===== src/rtl/assert_macros.svh =====
// Assertion macros shared by the table RTL.
// Depends on a clock named clk and a synchronous reset named rst in the using module.
`ifndef ASSERT_MACROS_SVH
`define ASSERT_MACROS_SVH
`ifndef SYNTHESIS
// Checked on every rising edge, switched off while reset is asserted.
`define ASSERT_CLK(lbl, prop, msg) \
  lbl: assert property (@(posedge clk) disable iff (rst) (prop)) else $error(msg);
// Checked on every rising edge, reset included.
`define ASSERT_CLK_ALL(lbl, prop, msg) \
  lbl: assert property (@(posedge clk) (prop)) else $error(msg);
`else
`define ASSERT_CLK(lbl, prop, msg)
`define ASSERT_CLK_ALL(lbl, prop, msg)
`endif
`endif


===== src/rtl/ati_pkg.sv =====
// Package for the ordered table block: sizes, request and status codes,
// and the command and status structs between controller and datapath. No dependencies.
package ati_pkg;

  localparam int TABLE_DEPTH = 32;
  localparam int DATA_WIDTH  = 32;
  localparam int IDX_W       = $clog2(TABLE_DEPTH);
  localparam int CNT_W       = $clog2(TABLE_DEPTH + 1);
  localparam int POS_W       = 6;
  localparam int POS2_W      = 5;
  localparam int VAL_W       = 32;
  localparam int MIDX_W      = 5;

  typedef enum logic [2:0] {
    REQ_READ   = 3'd0,
    REQ_INSERT = 3'd1,
    REQ_DELETE = 3'd2,
    REQ_SWAP   = 3'd3,
    REQ_FIND   = 3'd4
  } req_t;

  typedef enum logic [1:0] {
    ST_OK      = 2'd0,
    ST_BADPOS  = 2'd1,
    ST_FULL    = 2'd2,
    ST_MISSING = 2'd3
  } status_t;

  // Commands from the controller, at most one active per cycle.
  typedef struct packed {
    logic load;
    logic check;
    logic scan;
    logic drain;
    logic put;
    logic sw_a;
    logic sw_b;
    logic sw_c;
    logic sw_d;
    logic respond;
  } ati_cmd_t;

  // Status from the datapath.
  typedef struct packed {
    req_t kind;
    logic go;
    logic walk;
    logic at_end;
    logic hit;
  } ati_stat_t;

endpackage


===== src/rtl/array_table_insert_delete_find_top.sv =====
// Top level of the ordered table block: ties the controller to the datapath.
// Depends on ati_pkg, ati_ctrl and ati_dp.
//
// The block keeps an ordered table of up to 32 signed words and a count of
// valid entries. An item is taken at a rising edge where start is high and
// busy is low; its single result is registered in the done state and then
// appears on status, data_out, match_index, found and entry_count, with
// done high for exactly one cycle. The receiver cannot stall, so capture
// the result whenever done is high. Busy drops in the same cycle done rises,
// so the next item may be issued while the result is on the ports. The table
// sits in a memory with one write and one read port, and shifts walk it one
// entry per cycle, so that port sets the time. A rejected request goes from
// the check state straight to done; a read scans its entry and drains;
// a swap steps through SW_A to SW_D; an insert or a delete scans the entries
// it moves and drains, then puts, or puts straight after the check when
// nothing moves; a find scans the valid entries, stopping early at a match.
// Table contents are not cleared by reset; the count is, and no request
// ever reads an entry beyond the count.
module array_table_insert_delete_find_top (
  input  logic                             clk,
  input  logic                             rst,
  input  logic                             start,
  output logic                             busy,
  input  logic [2:0]                       req_type,
  input  logic [ati_pkg::POS_W-1:0]        position,
  input  logic [ati_pkg::POS2_W-1:0]       second_position,
  input  logic signed [ati_pkg::VAL_W-1:0] value,
  output logic                             done,
  output logic [1:0]                       status,
  output logic signed [ati_pkg::VAL_W-1:0] data_out,
  output logic [ati_pkg::MIDX_W-1:0]       match_index,
  output logic                             found,
  output logic [ati_pkg::CNT_W-1:0]        entry_count
);
  import ati_pkg::*;

  // Command and status buses between the two halves.
  ati_cmd_t  cmd;
  ati_stat_t stat;

  ati_ctrl u_ctrl (
    .clk   (clk),
    .rst   (rst),
    .start (start),
    .busy  (busy),
    .stat  (stat),
    .cmd   (cmd)
  );

  ati_dp u_dp (
    .clk             (clk),
    .rst             (rst),
    .cmd             (cmd),
    .stat            (stat),
    .req_type        (req_type),
    .position        (position),
    .second_position (second_position),
    .value           (value),
    .done            (done),
    .status          (status),
    .data_out        (data_out),
    .match_index     (match_index),
    .found           (found),
    .entry_count     (entry_count)
  );

endmodule


===== src/rtl/ati_ctrl.sv =====
// Controller state machine of the ordered table block.
// Depends on ati_pkg and assert_macros.svh.
`include "assert_macros.svh"
module ati_ctrl (
  input  logic               clk,
  input  logic               rst,
  input  logic               start,
  output logic               busy,
  input  ati_pkg::ati_stat_t stat,
  output ati_pkg::ati_cmd_t  cmd
);
  import ati_pkg::*;

  typedef enum logic [9:0] {
    S_IDLE  = 10'b0000000001,
    S_CHECK = 10'b0000000010,
    S_SCAN  = 10'b0000000100,
    S_DRAIN = 10'b0000001000,
    S_PUT   = 10'b0000010000,
    S_SW_A  = 10'b0000100000,
    S_SW_B  = 10'b0001000000,
    S_SW_C  = 10'b0010000000,
    S_SW_D  = 10'b0100000000,
    S_DONE  = 10'b1000000000
  } state_t;

  state_t state, state_next;

  always_ff @(posedge clk) begin
    if (rst) begin
      state <= S_IDLE;
    end else begin
      state <= state_next;
    end
  end

  assign busy = (state != S_IDLE);

  always_comb begin
    state_next = state;
    cmd        = '0;
    case (state)
      S_IDLE: begin
        if (start) begin
          cmd.load   = 1'b1;
          state_next = S_CHECK;
        end
      end
      S_CHECK: begin
        cmd.check = 1'b1;
        if (!stat.go) begin
          state_next = S_DONE;
        end else begin
          case (stat.kind)
            REQ_READ, REQ_FIND: state_next = S_SCAN;
            REQ_INSERT, REQ_DELETE: state_next = stat.walk ? S_SCAN : S_PUT;
            REQ_SWAP: state_next = S_SW_A;
            default: state_next = S_DONE;
          endcase
        end
      end
      S_SCAN: begin
        cmd.scan = 1'b1;
        if (stat.kind == REQ_FIND && stat.hit) begin
          state_next = S_DONE;
        end else if (stat.at_end) begin
          state_next = S_DRAIN;
        end
      end
      S_DRAIN: begin
        cmd.drain = 1'b1;
        if (stat.kind == REQ_INSERT || stat.kind == REQ_DELETE) begin
          state_next = S_PUT;
        end else begin
          state_next = S_DONE;
        end
      end
      S_PUT: begin
        cmd.put    = 1'b1;
        state_next = S_DONE;
      end
      S_SW_A: begin
        cmd.sw_a   = 1'b1;
        state_next = S_SW_B;
      end
      S_SW_B: begin
        cmd.sw_b   = 1'b1;
        state_next = S_SW_C;
      end
      S_SW_C: begin
        cmd.sw_c   = 1'b1;
        state_next = S_SW_D;
      end
      S_SW_D: begin
        cmd.sw_d   = 1'b1;
        state_next = S_DONE;
      end
      S_DONE: begin
        cmd.respond = 1'b1;
        state_next  = S_IDLE;
      end
      default: begin
        state_next = S_IDLE;
      end
    endcase
  end

  `ASSERT_CLK(a_drain_follows_scan, (state == S_DRAIN) |-> ($past(state) == S_SCAN), "drain without a preceding scan")
  `ASSERT_CLK(a_put_kind, (state == S_PUT) |-> (stat.kind == REQ_INSERT || stat.kind == REQ_DELETE), "put step on a request that does not resize the table")

endmodule


===== src/rtl/ati_dp.sv =====
// Datapath of the ordered table block: request registers, table memory,
// entry count, walk pointer and result registers. Depends on ati_pkg and assert_macros.svh.
`include "assert_macros.svh"
module ati_dp (
  input  logic                        clk,
  input  logic                        rst,
  input  ati_pkg::ati_cmd_t           cmd,
  output ati_pkg::ati_stat_t          stat,
  input  logic [2:0]                  req_type,
  input  logic [ati_pkg::POS_W-1:0]   position,
  input  logic [ati_pkg::POS2_W-1:0]  second_position,
  input  logic signed [ati_pkg::VAL_W-1:0] value,
  output logic                        done,
  output logic [1:0]                  status,
  output logic signed [ati_pkg::VAL_W-1:0] data_out,
  output logic [ati_pkg::MIDX_W-1:0]  match_index,
  output logic                        found,
  output logic [ati_pkg::CNT_W-1:0]   entry_count
);
  import ati_pkg::*;

  logic [DATA_WIDTH-1:0] mem [TABLE_DEPTH];

  req_t                  kind;
  logic [POS_W-1:0]      pos;
  logic [POS2_W-1:0]     pos2;
  logic [DATA_WIDTH-1:0] word;
  logic [CNT_W-1:0]      count;
  logic [CNT_W-1:0]      ptr;
  logic [IDX_W-1:0]      rd_idx;
  logic                  rvalid;
  logic [DATA_WIDTH-1:0] rdata;
  logic [DATA_WIDTH-1:0] tmp;
  status_t               res_stat;
  logic [DATA_WIDTH-1:0] dout;
  logic [IDX_W-1:0]      midx;
  logic                  hit;

  status_t               chk_code;
  logic [CNT_W-1:0]      ptr_start;
  logic [CNT_W-1:0]      end_ptr;
  logic                  rd_en;
  logic [IDX_W-1:0]      raddr;
  logic                  we;
  logic [IDX_W-1:0]      waddr;
  logic [DATA_WIDTH-1:0] wdata;
  logic                  resize;
  logic                  hit_now;

  // Bounds checks against the current count, a full check for inserts, and a find's starting status.
  always_comb begin
    case (kind)
      REQ_READ, REQ_DELETE: chk_code = (CNT_W'(pos) < count) ? ST_OK : ST_BADPOS;
      REQ_INSERT: begin
        if (CNT_W'(pos) > count) begin
          chk_code = ST_BADPOS;
        end else if (count == CNT_W'(TABLE_DEPTH)) begin
          chk_code = ST_FULL;
        end else begin
          chk_code = ST_OK;
        end
      end
      REQ_SWAP: chk_code = ((CNT_W'(pos) < count) && (CNT_W'(pos2) < count)) ? ST_OK : ST_BADPOS;
      REQ_FIND: chk_code = ST_MISSING;
      default:  chk_code = ST_BADPOS;
    endcase
  end

  always_comb begin
    case (kind)
      REQ_INSERT: ptr_start = count - CNT_W'(1);
      REQ_DELETE: ptr_start = CNT_W'(pos) + CNT_W'(1);
      REQ_FIND:   ptr_start = '0;
      default:    ptr_start = CNT_W'(pos);
    endcase
    if (kind == REQ_INSERT || kind == REQ_READ) begin
      end_ptr = CNT_W'(pos);
    end else begin
      end_ptr = count - CNT_W'(1);
    end
  end

  assign resize  = (kind == REQ_INSERT) || (kind == REQ_DELETE);
  assign hit_now = rvalid && (rdata == word);

  assign stat.kind   = kind;
  assign stat.go     = (kind == REQ_FIND) ? (count != '0) : (chk_code == ST_OK);
  assign stat.walk   = (kind == REQ_INSERT) ? (CNT_W'(pos) < count)
                                            : ((CNT_W'(pos) + CNT_W'(1)) < count);
  assign stat.at_end = (ptr == end_ptr);
  assign stat.hit    = hit_now;

  // Memory port selection.
  assign rd_en = cmd.scan || cmd.sw_a || cmd.sw_b;
  assign raddr = cmd.sw_b ? pos2 : ptr[IDX_W-1:0];

  always_comb begin
    we    = 1'b0;
    waddr = '0;
    wdata = rdata;
    if (cmd.sw_c) begin
      we    = 1'b1;
      waddr = pos[IDX_W-1:0];
    end else if (cmd.sw_d) begin
      we    = 1'b1;
      waddr = pos2;
      wdata = tmp;
    end else if (cmd.put) begin
      we    = (kind == REQ_INSERT);
      waddr = pos[IDX_W-1:0];
      wdata = word;
    end else if ((cmd.scan && rvalid) || cmd.drain) begin
      we    = resize;
      waddr = (kind == REQ_INSERT) ? (rd_idx + IDX_W'(1)) : (rd_idx - IDX_W'(1));
    end
  end

  always_ff @(posedge clk) begin
    if (we) begin
      mem[waddr] <= wdata;
    end
    if (rd_en) begin
      rdata <= mem[raddr];
    end
  end

  always_ff @(posedge clk) begin
    if (cmd.load) begin
      kind <= req_t'(req_type);
      pos  <= position;
      pos2 <= second_position;
      word <= DATA_WIDTH'(value);
      dout <= '0;
      midx <= '0;
      hit  <= 1'b0;
    end
    if (cmd.check) begin
      res_stat <= chk_code;
      ptr      <= ptr_start;
    end
    if (cmd.scan) begin
      rd_idx <= ptr[IDX_W-1:0];
      ptr    <= (kind == REQ_INSERT) ? (ptr - CNT_W'(1)) : (ptr + CNT_W'(1));
    end
    if ((cmd.scan || cmd.drain) && kind == REQ_FIND && hit_now && !hit) begin
      res_stat <= ST_OK;
      hit      <= 1'b1;
      midx     <= rd_idx;
    end
    if (cmd.drain && kind == REQ_READ) begin
      dout <= rdata;
    end
    if (cmd.sw_b) begin
      tmp <= rdata;
    end
    if (cmd.respond) begin
      status      <= res_stat;
      data_out    <= VAL_W'($signed(dout));
      match_index <= MIDX_W'(midx);
      found       <= hit;
      entry_count <= count;
    end
  end

  always_ff @(posedge clk) begin
    if (rst) begin
      count  <= '0;
      rvalid <= 1'b0;
      done   <= 1'b0;
    end else begin
      done <= cmd.respond;
      if (cmd.check) begin
        rvalid <= 1'b0;
      end else if (cmd.scan) begin
        rvalid <= 1'b1;
      end
      if (cmd.put) begin
        count <= (kind == REQ_INSERT) ? (count + CNT_W'(1)) : (count - CNT_W'(1));
      end
    end
  end

  `ASSERT_CLK(a_count_range, count <= CNT_W'(TABLE_DEPTH), "entry count beyond table depth")
  `ASSERT_CLK(a_no_rw_clash, (we && rd_en) |-> (waddr != raddr), "shift writes the entry being read")

endmodule


===== config.mk =====
export PLATFORM = sky130hd
export DESIGN_NAME = array_table_insert_delete_find_top
export DESIGN_NICKNAME = d
export VERILOG_FILES = /design/src/rtl/ati_pkg.sv /design/src/rtl/array_table_insert_delete_find_top.sv /design/src/rtl/ati_ctrl.sv /design/src/rtl/ati_dp.sv
export VERILOG_INCLUDE_DIRS = /design/src /design/src/rtl
export SDC_FILE = /design/constraint.sdc
export NUM_CORES = 2
export LEC_CHECK = 0
export BUFFER_PORTS_ARGS = -buffer_cell sky130_fd_sc_hd__buf_2
export CORE_ASPECT_RATIO = 1.2
export CORE_MARGIN = 1.5
export CORE_UTILIZATION = 40
export DETAILED_ROUTE_END_ITERATION = 7
export HOLD_SLACK_MARGIN = 0.06
export SLEW_MARGIN = 20
export SYNTH_ARGS = -nofsm -noshare
export SYNTH_HDL_FRONTEND = slang
export SYNTH_SLANG_ARGS = --single-unit

===== constraint.sdc =====
create_clock -name clk -period 5.6 [get_ports clk]
set_input_delay 1.12 -clock clk [delete_from_list [all_inputs] [get_ports clk]]
set_output_delay 1.12 -clock clk [all_outputs]
set_load 0.01 [all_outputs]

==> run summary <==
Grt met3 use: 2.308%
Worst Hold Launch: u_dp.dout[14]
Max_cap viols: 0
Antenna viol nets, final: 0
Critical Path AT: 5.10 ns
Status: finished, final reports clean
Net load switching power: 3804 uW
Vias in the first global route: 28155
Pwr Density: 329.9 mW/mm2
DRT Pass-1 Iters: 6
Synth Flop Type: edfxtp_1
Starting DRT DRC Count: 2886
GR peak layer: met2
Tot Pwr: 18670 uW
DR DRC count: 0
Post-CTS Setup Inserts: 0
Largest net degree at the start of global routing: 91
H-tree depth: 3
I/O Pins: 97
Unrepaired setup endpoints after global routing: no
Gate Count Post-Synth: 3197
Worst path bufs/invs: 3
Share of cells above drive strength 1: 16.77%
Critical Path Fanout Max: 77
Hold Buf Count CTS: 0
RePlAce Congestion: 0.8704
CP startpoint: u_ctrl.state[0]
Mean Syn Cell Area: 15.48 um2
Endpoints failing setup: 0
First-pass GRT wire length: 187.7 mm
VDD IR max: 0.2492 mV
Most frequent cells in the layout: edfxtp_1, nand2_1, nand3_1, mux2i_1, buf_4
Worst setup path endpoint: u_dp.rdata[18]
Starting Density: 40.26%
CTS Root Cell: clkbuf_16
DR vias: 28812
Slew Viols, Final: 0
R2R cell count: 10
Clk buf depth: 3
Die Span X: 324.1 um
Grt met1 use: 28.31%
Final Hold Viols: 0
Filler cells: 10521
CTS tree: built
Worst-Margin Slew: 1.133 ns
Worst-path cell chain: or4_4 -> or3_1 -> buf_4 -> clkinv_4 -> mux2_8 -> buf_12 -> mux2i_1 -> a32oi_1 -> a31oi_1 -> nor4b_2
Clock Power Share: 42.6%
Worst setup SP type: flop
Post-synthesis sequential area ratio: 75.34%
Layout Nets: 3435
Core Area: 0.1230 mm2
Post-CTS resize count: 0
Syn nets: 3275
Die area: 0.1259 mm2
Cell family with the largest share of critical-path delay: simple AND/OR/NAND/NOR gates
Layout area overhead: 14.32%
EDFF count, synth: 1228
Clock sink count: 1249
Netlist cell types: 79
WP depth: 10
Internal: 14860 uW
Leak: 0.01847 uW
Via-per-instance ratio: 5.651
CTS Buf Count: 113
HPWL Detailed: 78.49 mm
Rows: 141
CP endpoint kind: flop
M2 GR Usage: 32.85%
Sequential Power Share: 54.9%
Clk_lat worst skew: 0.74 ns
Vert. Die Dim: 388.4 um
Commonest non-fill, non-tap cell in the layout: edfxtp_1
Initial antenna violation count: 0
TNS Setup: 0 ns
Critical Path RT: 6.01 ns
Synthesized cell area: 0.04950 mm2
R2R Path Start: u_ctrl.state[0]
Async set or reset register ratio after synthesis: 0%
R2r setup slk: 0.91 ns
Synth area leaders: edfxtp_1, nand2_1, mux2i_1
Global route total overflow: 0
# port buffers: 96
R2R Path End: u_dp.rdata[18]
Total GRT Usage: 20.02%
Tmin final: 4.689 ns
Post-route clock period utilization: 83.72%
Slowest-stage cell, CP: a31oi_1
Worst Skew: 0.03472 ns
Hold Crit Class: flop to flop
Slew headroom: 24.26%
Reg clk slew, reported paths: 0.06 ns
Logic pwr share: 2.5%
CP peak stage delay: 0.88 ns
Net Sw Frac: 20.38%
Avg WL per Cell: 24.93 um
Critical path class: flop to flop
Drt total wl: 127.1 mm
Synth area leader: edfxtp_1
Share of the synthesized area in the top cell type: 74.49%
Synth Register Bits: 1249
Maximum clock frequency: 213.3 MHz
YS warnings: 0
## power by group through the flow
stage                     Clock [uW]  Combinational (uW)  Sequential (uW)
after floorplan                    0                 311            10400
after global placement             0                 453            10500
after detailed placement           0                 457            10500
after CTS                       8080                 460            10300
after global routing            8410                 500            10300
final                           7960                 459            10300
## Yosys cell counts, types with 30 or more instances
library cell and instances:
a221oi_1 32, a31oi_1 77, a32oi_1 71, and2_1 39, clkbuf_1 122, edfxtp_1 1228, mux2_2 60, mux2i_1 141
nand2_1 444, nand3_1 146, nor2_1 144, nor3_1 50, o2111ai_1 30, o21ai_0 50, o22ai_1 69, or3_1 34
## cell type report
cell class	count	area [um2]	area share (%)
clock buffer	128	2925	5.169
multi-input combinational	1736	11660	20.60
sequential	1249	37300	65.91
timing repair buffer	230	1649	2.914
clock inverter	83	892.1	1.576
antenna	2	5.005	0.008844
inverter	27	106.4	0.1879
tap	1644	2057	3.635
## worst min-delay path by stage
stage                             end  depth (start not counted)
floorplan            u_dp.data_out[0]                          0
global placement    u_dp.data_out[10]                          0
detailed placement  u_dp.data_out[10]                          0
CTS                 u_dp.data_out[14]                          0
global route        u_dp.data_out[14]                          0
finish              u_dp.data_out[14]                          0
## cells by family (layout without fill, tap and decap cells)
kind of cell | Yosys count | after routing | synth area share (%)
multiplexers | 205 | 205 | 4.340
AND/OR/NAND/NOR | 958 | 958 | 9.221
other | 0 | 2 | 0
buffers and inverters | 212 | 468 | 2.095
adder cells (fa/ha/maj) | 29 | 29 | 0.7633
flip-flops | 1249 | 1249 | 75.34
AO/OA/AOI/OAI | 486 | 486 | 7.211
XOR/XNOR | 58 | 58 | 1.026
## registers in the layout, indices dropped and copies added, names as in the netlist, 10 cells and up
name / cells
u_dp.mem: 1024
u_dp.rdata: 32
u_dp.word: 32
u_dp.dout: 32
u_dp.tmp: 32
u_ctrl.state: 10
u_dp.data_out: 32
## per-layer routing
layer  vias to the layer above  routed length, um
met4                         0               2108
met1                     14812              55390
met2                      1075              61720
li1                      12795                  -
met5                         -                  0
met3                       130               7908
## metrics by stage
step           worst slack (ns)  hold WS (ns)  instances  instance area, um2  util (%)
2_1_floorplan            0.6545        0.4003       3197               49500         -
6_report                 0.9115        0.4175       5099               56590     46.02
4_1_cts                  0.9790        0.4189       5097               56580     46.01
3_3_place_gp              1.047        0.4010       4886               52750     42.90
5_1_grt                  0.6564        0.4236       5097               56580     46.02
3_5_place_dp             0.9702        0.4045       4886               52760     42.91
No activity file was read; power rests on OpenSTA's default activity.
